===== config.mk =====
export PLATFORM = sky130hd
export DESIGN_NAME = h264_annexb_keyframe_detect_core
export DESIGN_NICKNAME = d
export VERILOG_FILES = /design/src/design/kfd_pkg.sv /design/src/design/h264_annexb_keyframe_detect_core.sv /design/src/design/kfd_scan.sv /design/src/design/kfd_out_stage.sv
export SDC_FILE = /design/constraint.sdc
export NUM_CORES = 1
export LEC_CHECK = 0
export BUFFER_PORTS_ARGS = -buffer_cell sky130_fd_sc_hd__buf_2
export CAP_MARGIN = 40
export CORE_MARGIN = 3
export CORE_UTILIZATION = 56
export CTS_CLUSTER_DIAMETER = 40
export DETAILED_ROUTE_END_ITERATION = 6
export GPL_TIMING_DRIVEN = 0
export HOLD_SLACK_MARGIN = 0.06
export PLACE_DENSITY = 0.92
export SETUP_SLACK_MARGIN = 0.02
export SLEW_MARGIN = 20
export SYNTH_ARGS = -nofsm -noshare
export SYNTH_HDL_FRONTEND = slang
export SYNTH_SLANG_ARGS = --single-unit

===== constraint.sdc =====
create_clock -name clk -period 2.8 [get_ports clk]
set_input_delay 0.7 -clock clk [delete_from_list [all_inputs] [get_ports clk]]
set_output_delay 0.7 -clock clk [all_outputs]
set_load 0.03 [all_outputs]

===== src/design/kfd_pkg.sv =====
`timescale 1ns / 1ps
`default_nettype none

package kfd_pkg;

	localparam int unsigned ByteW = 8;
	localparam int unsigned NalTypeW = 5;
	localparam int unsigned ReasonW = 2;
	localparam int unsigned DataBytes = 1;

	localparam logic [ByteW-1:0] StartZero = 8'h00;
	localparam logic [ByteW-1:0] StartOne = 8'h01;
	localparam logic [ByteW-1:0] NalTypeMask = 8'h1f;

	typedef enum logic [NalTypeW-1:0] {
		NAL_UNSPEC = 5'd0,
		NAL_IDR    = 5'd5,
		NAL_SPS    = 5'd7,
		NAL_PPS    = 5'd8,
		NAL_AUD    = 5'd9
	} nal_type_t;

	typedef enum logic [ReasonW-1:0] {
		RSN_IDR       = 2'd0,
		RSN_DELIMITER = 2'd1,
		RSN_OTHER_NAL = 2'd2,
		RSN_FRAME_END = 2'd3
	} reason_t;

	typedef struct packed {
		logic [1:0] zero_run;
		logic       header_next;
		logic       seen_sps;
		logic       seen_pps;
		logic       decided;
		logic       held_verdict;
		reason_t    held_reason;
	} scan_state_t;

	typedef struct packed {
		logic    is_keyframe;
		reason_t decided_by;
	} result_t;

endpackage

`default_nettype wire


===== src/design/h264_annexb_keyframe_detect_core.sv =====
`timescale 1ns / 1ps
`default_nettype none

// A frame's last byte is held in the input register, and its result is registered
// in the output register once that register is free; it then waits for m_tready.
// Throughput: one byte per cycle; the input register advances every cycle, only a
// final byte waits for the output register to be free.
// Reset (arst_n low, asynchronous): input and output registers empty, per-frame
// scan state cleared.
module h264_annexb_keyframe_detect_core (
	input  wire logic       clk,
	input  wire logic       arst_n,
	input  wire logic       s_tvalid,
	output logic            s_tready,
	input  wire logic [7:0] s_tdata, // [7:0] data_byte
	input  wire logic       s_tlast, // last_byte
	output logic            m_tvalid,
	input  wire logic       m_tready,
	output logic [7:0]      m_tdata, // [0] is_keyframe
	output logic [1:0]      m_tuser  // [1:0] decided_by
);

	logic             valid_s1;
	logic [7:0]       data_s1;
	logic             last_s1;
	logic             advance;
	logic             out_free;
	kfd_pkg::result_t result;

	// hold a final byte until the output slot opens
	assign advance = valid_s1 && (!last_s1 || out_free);
	assign s_tready = !valid_s1 || advance;

	always_ff @(posedge clk or negedge arst_n) begin
		if (!arst_n) begin
			valid_s1 <= 1'b0;
		end else if (s_tready) begin
			valid_s1 <= s_tvalid;
		end
	end

	always_ff @(posedge clk) begin
		if (s_tready && s_tvalid) begin
			data_s1 <= s_tdata;
			last_s1 <= s_tlast;
		end
	end

	kfd_scan u_scan (
		.clk       (clk),
		.arst_n    (arst_n),
		.en        (advance),
		.data_byte (data_s1),
		.last_byte (last_s1),
		.result    (result)
	);

	kfd_out_stage u_out (
		.clk      (clk),
		.arst_n   (arst_n),
		.load     (advance && last_s1),
		.result   (result),
		.free     (out_free),
		.m_tvalid (m_tvalid),
		.m_tready (m_tready),
		.m_tdata  (m_tdata),
		.m_tuser  (m_tuser)
	);

endmodule

`default_nettype wire


===== src/design/kfd_scan.sv =====
`timescale 1ns / 1ps
`default_nettype none

module kfd_scan (
	input  wire logic             clk,
	input  wire logic             arst_n,
	input  wire logic             en,
	input  wire logic [7:0]       data_byte,
	input  wire logic             last_byte,
	output kfd_pkg::result_t      result
);

	kfd_pkg::scan_state_t state_q;
	kfd_pkg::scan_state_t state_nxt;
	kfd_pkg::nal_type_t   nal_type;

	assign nal_type = kfd_pkg::nal_type_t'(data_byte[kfd_pkg::NalTypeW-1:0]
		& kfd_pkg::NalTypeMask[kfd_pkg::NalTypeW-1:0]);

	always_comb begin
		state_nxt = state_q;
		result = '{is_keyframe: 1'b0, decided_by: kfd_pkg::RSN_FRAME_END};
		if (!state_q.decided) begin
			if (state_q.header_next) begin
				state_nxt.header_next = 1'b0;
				state_nxt.zero_run = 2'd0;
				// a header on the frame's final byte carries no weight
				if (!last_byte) begin
					case (nal_type)
						kfd_pkg::NAL_IDR: begin
							state_nxt.decided = 1'b1;
							state_nxt.held_verdict = 1'b1;
							state_nxt.held_reason = kfd_pkg::RSN_IDR;
						end
						kfd_pkg::NAL_AUD: begin
							state_nxt.decided = 1'b1;
							state_nxt.held_verdict = 1'b1;
							state_nxt.held_reason = kfd_pkg::RSN_DELIMITER;
						end
						kfd_pkg::NAL_SPS: begin
							state_nxt.seen_sps = 1'b1;
						end
						kfd_pkg::NAL_PPS: begin
							if (state_q.seen_sps) begin
								state_nxt.seen_pps = 1'b1;
							end else begin
								state_nxt.decided = 1'b1;
								state_nxt.held_verdict = 1'b0;
								state_nxt.held_reason = kfd_pkg::RSN_FRAME_END;
							end
						end
						kfd_pkg::NAL_UNSPEC: begin
						end
						default: begin
							state_nxt.decided = 1'b1;
							state_nxt.held_verdict = state_q.seen_sps & state_q.seen_pps;
							state_nxt.held_reason = kfd_pkg::RSN_OTHER_NAL;
						end
					endcase
				end
			end else if (data_byte == kfd_pkg::StartZero) begin
				// saturate at two zeros
				if (state_q.zero_run != 2'd2) begin
					state_nxt.zero_run = state_q.zero_run + 2'd1;
				end
			end else if (data_byte == kfd_pkg::StartOne && state_q.zero_run == 2'd2) begin
				state_nxt.header_next = 1'b1;
				state_nxt.zero_run = 2'd0;
			end else begin
				state_nxt.zero_run = 2'd0;
			end
		end
		if (last_byte) begin
			if (state_nxt.decided) begin
				result.is_keyframe = state_nxt.held_verdict;
				result.decided_by = state_nxt.held_reason;
			end else begin
				result.is_keyframe = state_nxt.seen_sps & state_nxt.seen_pps;
				result.decided_by = kfd_pkg::RSN_FRAME_END;
			end
			state_nxt = '0;
		end
	end

	always_ff @(posedge clk or negedge arst_n) begin
		if (!arst_n) begin
			state_q <= '0;
		end else if (en) begin
			state_q <= state_nxt;
		end
	end

endmodule

`default_nettype wire


===== src/design/kfd_out_stage.sv =====
`timescale 1ns / 1ps
`default_nettype none

module kfd_out_stage (
	input  wire logic                     clk,
	input  wire logic                     arst_n,
	input  wire logic                     load,
	input  wire kfd_pkg::result_t         result,
	output logic                          free,
	output logic                          m_tvalid,
	input  wire logic                     m_tready,
	output logic [kfd_pkg::ByteW*kfd_pkg::DataBytes-1:0] m_tdata, // [0] is_keyframe
	output logic [kfd_pkg::ReasonW-1:0]   m_tuser // [1:0] decided_by
);

	logic             valid_q;
	kfd_pkg::result_t result_q;

	// slot opens when empty or when the held result transfers this cycle
	assign free = !valid_q || m_tready;
	assign m_tvalid = valid_q;
	assign m_tdata = {{(kfd_pkg::ByteW*kfd_pkg::DataBytes-1){1'b0}}, result_q.is_keyframe};
	assign m_tuser = result_q.decided_by;

	always_ff @(posedge clk or negedge arst_n) begin
		if (!arst_n) begin
			valid_q <= 1'b0;
		end else if (free) begin
			valid_q <= load;
		end
	end

	always_ff @(posedge clk) begin
		if (free && load) begin
			result_q <= result;
		end
	end

endmodule

`default_nettype wire


==> run metrics, run 1 <==
status complete, no violations; DPL Wire Length 1450 um; CTS tree yes; number of synthesized flops with an enable pin 12; grt ovf 0; # DRC 0; crit-path max cell delay between 0.3 and 0.4 ns; Buffers & Inverters on Critical Path 2; area of the die 2514 um^2; Critical Path Source Type flip-flop; initial antenna violation count 0; Via density 5.483; LEAKAGE 0.5079 nW; First DRT Iteration DRCs 21; drt pass-1 iters 4; layout cells sized above 1 0.2460; TNS Setup 0 ns; clk buf depth 2; Layout Nets 141; synth-to-layout area growth 15.14%; final worst path period share 0.7743; Synthesis Warnings 0; Post-CTS Hold Fix Bufs 0; CP top delay family buffers and inverters; CTS root buffer clkbuf_4; die width ~50 um; Worst Setup Path Type flip-flop to output pin; Post-synth ARST share 0.4783; worst skew pair latency approximately 0.31 ns; Most used DFF post-synth edfxtp_1; Initial Util 0.6119; gp weighted congestion 0.8231; Critical Path, Cell by Cell clkbuf_1, nand3_1, buf_2; CP Data Required Time between 2 and 2.5 ns; routed via count just over 800; clock sink total 23; Final Hold Fails 0; io pins 25; worst r2r dst u_out.m_tuser[1]; Seq cells post-synth 23; worst r2r path cells 4; post-layout minimum cycle time roughly 2.2 ns; antenna-violating nets left 0; clock slew at reported path FFs about 0.12 ns; Final Max Slew Viols 0; Syn Inst Count 99; pin count of the biggest net entering global routing 13; WHS approximately 0.24 ns; Synth cell types 32; unrepaired setup endpoints after global routing no; core area 1783 um^2; register area share after synthesis 0.5826; Power Dens Cells around 480 nW/um^2; CTS resizes 0; first-pass GRT wire length between 3000 and 4000 um; clock skew roughly 0.0076 ns; worst r2r src last_s1; final setup violation count 0; clock buffer count from CTS 3; drt wl/cell about 12 um; overall power approximately 0.00060 W; most frequent cells in the layout 17 x buf_2, 12 x edfxtp_1, 11 x dfrtp_1; HP Class primary input to async pin; Critical-path top delay cell clkbuf_1; VDD IR max ~0.37 mV; Avg Inst Size Synth approximately 11 um^2; Reg2Reg Setup Slack approximately 1 ns; # port buffers 17; Max Fclk 461.3 MHz; antenna fix cells 0; Detailed Route WL between 1500 and 2000 um; crit path max fanout 10; number of global-route vias before repair ~800; Die H 50.14 um; commonest non-fill, non-tap cell in the layout buf_2; Cell Rows 15; H-tree Lvls 1; Max Cap Viol 0; GRT Total Usage 0.1628; Setup Buffers After CTS 0; crit path DAT ~1.5 ns; Post-Syn Area 1091 um^2; Worst Setup End Kind output pin
-- worst max-delay path by stage --
stage              from  slack, ns  depth (start not counted)       end
2_1_floorplan  m_tready       0.99                          2  s_tready
3_3_place_gp   m_tready       0.80                          4  s_tready
3_5_place_dp   m_tready       0.79                          4  s_tready
4_1_cts         last_s1       0.62                          3  s_tready
5_1_grt         last_s1       0.50                          3  s_tready
6_report        last_s1       0.63                          3  s_tready
-- flip-flops by register name (all words and copies together) (netlist names) --
register        cells
u_out.m_tvalid      1
valid_s1            1
u_out.m_tdata       1
data_s1             8
last_s1             1
u_out.m_tuser       2
u_scan.state_q      9
-- per-stage QoR --
step           setup WS, ns  cell area, um^2  std cells  utilization
2_1_floorplan        0.9913             1114        105            -
3_3_place_gp         0.7988             1230        147       0.6898
3_5_place_dp         0.7942             1230        147       0.6898
4_1_cts              0.6177             1256        151       0.7046
5_1_grt              0.4980             1256        151       0.7046
6_report             0.6320             1256        151       0.7046
-- routing by layer --
layer | GRT usage | wire (um) | share of wire | up-vias
met2 | 0.3152 | 1030 | 0.55 | 48
met3 | 0.02077 | 140 | 0.075 | 2
met5 | 0 | 0 | 0 | -
met1 | 0.1667 | 700 | 0.37 | 379
met4 | 0.08295 | 6 | 0.0032 | 0
li1 | - | - | - | 399
-- cell type report --
class,count,area [um^2]
inverter,5,18.77
sequential,23,635.6
clock buffer,4,26.28
buffer,8,56.30
timing repair buffer,17,85.08
multi-input combinational,69,402.9
tap,25,31.28
fill,140,526.8
-- synth_stat cells (2+ instances only) --
cell type  count  share of area
nand3_1        4          0.018
buf_4          7          0.048
nand3b_1       2          0.014
a21oi_1        3          0.014
nand2_1        9          0.031
nor3_1         4          0.018
nand2b_1       4          0.023
nand4_1        2          0.011
nor2b_1        2          0.011
dfrtp_1       11           0.25
edfxtp_1      12           0.33
and2_1         2          0.011
o21ai_0        8          0.037
nor2_1         6          0.021
o41ai_1        2          0.016
a31oi_1        2          0.011
inv_1          4          0.014
-- cells by family after synthesis --
group | count (synthesis) | share of synthesized area
other | 1 | 0.003437
AO/OA/AOI/OAI | 20 | 0.1147
buffers and inverters | 13 | 0.06880
flip-flops | 23 | 0.5826
AND/OR/NAND/NOR | 40 | 0.2110
adder cells (fa/ha/maj) | 1 | 0.01147
XOR/XNOR | 1 | 0.008029
-- report_power, final --
group,internal (W),switching (W)
registers,0.000370,0.00000855
logic,0.0000254,0.0000500
clock network,0.0000556,0.0000945
(Power assumes the default switching activity.)
==> inputs of run 2 (changes only) <==
Settings changed: CORE_UTILIZATION 56 to 47, PLACE_DENSITY 0.92 to 0.84.
Clock period 2.8 ns to 1.9 ns, I/O delays scaled along.
==> run metrics, run 2 (synthesized netlist as in run 1, its figures left out) <==
status complete, no violations; Power Dens Cells 702.8 nW/um^2 (+46%); Multi-input gate area 402.9 um^2 (unchanged); layout cells sized above 1 0.2460 (unchanged); CP Data Required Time 1.42 ns (-0.68 ns); drt pass-1 iters 4 (unchanged); commonest non-fill, non-tap cell in the layout buf_2; drt wl/cell 11.97 um (-3.8%); Inst Count DP 149 (+1.4%); VDD IR max 0.5371 mV (+44%); synth-to-layout area growth 15.94%; sw power 0.0002227 W (+46%); GRT Total Usage 0.1519 (-0.01094); clk buf depth 2 (unchanged); first-pass GRT wire length 3139 um (+1.3%); CTS tree yes; TNS Setup 0 ns (unchanged); Logic pwr share 0.121 (-0.004); internal power 0.0006663 W (+48%); area of the die 2935 um^2 (+17%); Die H 54.18 um (+8.1%); post-layout minimum cycle time 1.783 ns; HP Class primary input to flip-flop; Worst Setup End Kind output pin; Worst Setup Path Type flip-flop to output pin; Largest register FFs 9 (unchanged); most frequent cells in the layout 17 x buf_2, 12 x edfxtp_1, 11 x dfrtp_1; Critical Path Source Type flip-flop; crit path max fanout 10 (unchanged); final setup violation count 0 (unchanged); pin count of the biggest net entering global routing 13 (unchanged); unrepaired setup endpoints after global routing no; antenna-violating nets left 0 (unchanged); Detailed Route WL 1831 um (-2.5%); core area 2082 um^2 (+17%); Layout Nets 141 (unchanged); # DRC 0 (unchanged); grt ovf 0 (unchanged); Max Cap Viol 0 (unchanged); Initial Util 0.5240 (-0.08789); clock sink total 23 (unchanged); worst skew pair latency 0.31 ns (about the same); Min-Delay Path Depth 1; clock share of power 0.247 (about the same); H-tree Lvls 1 (unchanged); crit path DAT 1.31 ns (-0.16 ns); number of global-route vias before repair 752 (-3.2%); clock slew at reported path FFs 0.12 ns (about the same); # port buffers 17 (unchanged); LEAKAGE 0.5109 nW (+0.59%); clock skew 0.005516 ns (-0.002129 ns); storage element area 635.6 um^2 (unchanged); First DRT Iteration DRCs 16 (-24%); CTS resizes 0 (unchanged); Via density 5.203 (-5.1%); Cell Rows 16 (+1); io pins 25 (unchanged); Finished Layout Cells 153 (+1.3%); Final Hold Fails 0 (unchanged); CTS root buffer clkbuf_4; Final Max Slew Viols 0 (unchanged); initial antenna violation count 0 (unchanged); Fill cells 189 (+35%); clock buffer count from CTS 3 (unchanged); DPL Wire Length 1396 um (-3.8%); fraction of power spent switching nets 0.2505 (-0.002692); gp weighted congestion 0.8577 (+4.2%); worst r2r path cells 4 (unchanged); Reg power frac 0.631 (+0.004); routed via count 796 (-3.9%); die width 54.18 um (+8.1%); final worst path period share 0.9385; Most flops, register u_scan.state_q; antenna fix cells 0 (unchanged); Max Fclk 560.8 MHz
==> run 2: changes by cell type in the layout (fill, tap and decap cells not counted), sizes merged <==
| cell | before | now |
|---|---|---|
| clkbuf | 5 | 4 |
| dlygate4sd3 | 0 | 1 |
==> run 2: what timing repair did <==
item | 4_1_cts | 5_1_grt
hold endpoints to repair | 11 | 0
setup endpoints to repair | 1 | 0
buffers inserted | 0 | 0
hold buffers | 1 | 0
==> run 2: layout make-up <==
type	count	share of cell area
flip-flops and latches	23	0.5025
plain buffers	7	0.04154
multi-input cells	69	0.3185
well taps	27	0.02671
clock buffers	4	0.02077
repair buffers	18	0.07517
inverters	5	0.01484
==> run 2: worst paths after layout <==
check                                       start                 to  slack [ns]
worst max register to register         data_s1[4]  u_scan.state_q[1]        0.21
worst min-delay path                   s_tdata[0]         data_s1[0]        0.33
max in group asynchronous                  arst_n  u_scan.state_q[1]        1.12
worst max-delay path                      last_s1           s_tready        0.12
worst min register to register  u_scan.state_q[8]  u_scan.state_q[8]        0.50
min in group asynchronous                  arst_n  u_scan.state_q[2]        0.57
==> run 2: power groups by stage <==
| stage | sequential, W | clock [W] | combinational [W] |
|---|---|---|---|
| 2_1_floorplan | 0.000575 | 0 | 0.0000707 |
| 3_3_place_gp | 0.000568 | 0 | 0.000107 |
| 3_5_place_dp | 0.000568 | 0 | 0.000110 |
| 4_1_cts | 0.000561 | 0.000227 | 0.000108 |
| 5_1_grt | 0.000564 | 0.000250 | 0.000119 |
| 6_report | 0.000561 | 0.000220 | 0.000108 |
==> run 2: metal layers <==
metal / GRT usage / up-vias / part of all wire
met5: 0 / - / 0
met4: 0.08714 / 0 / 0.020
met3: 0.03324 / 5 / 0.063
met2: 0.2510 / 32 / 0.48
met1: 0.1804 / 363 / 0.44
li1: - / 396 / -
==> run 2: worst max-delay path, stage by stage (launching register included) <==
cell	delay, ns
edfxtp_1	0.58
nand3_1	0.20
buf_2	0.22
==> run 2: through the flow <==
step | cell area (um^2) | total power (W) | worst slack [ns] | util | hold WS [ns]
after global placement | 1232 | 0.0006747 | 0.2425 | 0.5919 | 0.3488
after floorplan | 1114 | 0.0006457 | 0.2424 | - | 0.1794
after global routing | 1265 | 0.0009334 | 0.03166 | 0.6076 | 0.3118
after CTS | 1265 | 0.0008962 | 0.1166 | 0.6076 | 0.3257
after detailed placement | 1232 | 0.0006782 | 0.2361 | 0.5919 | 0.3595
final | 1265 | 0.0008890 | 0.1169 | 0.6076 | 0.3290
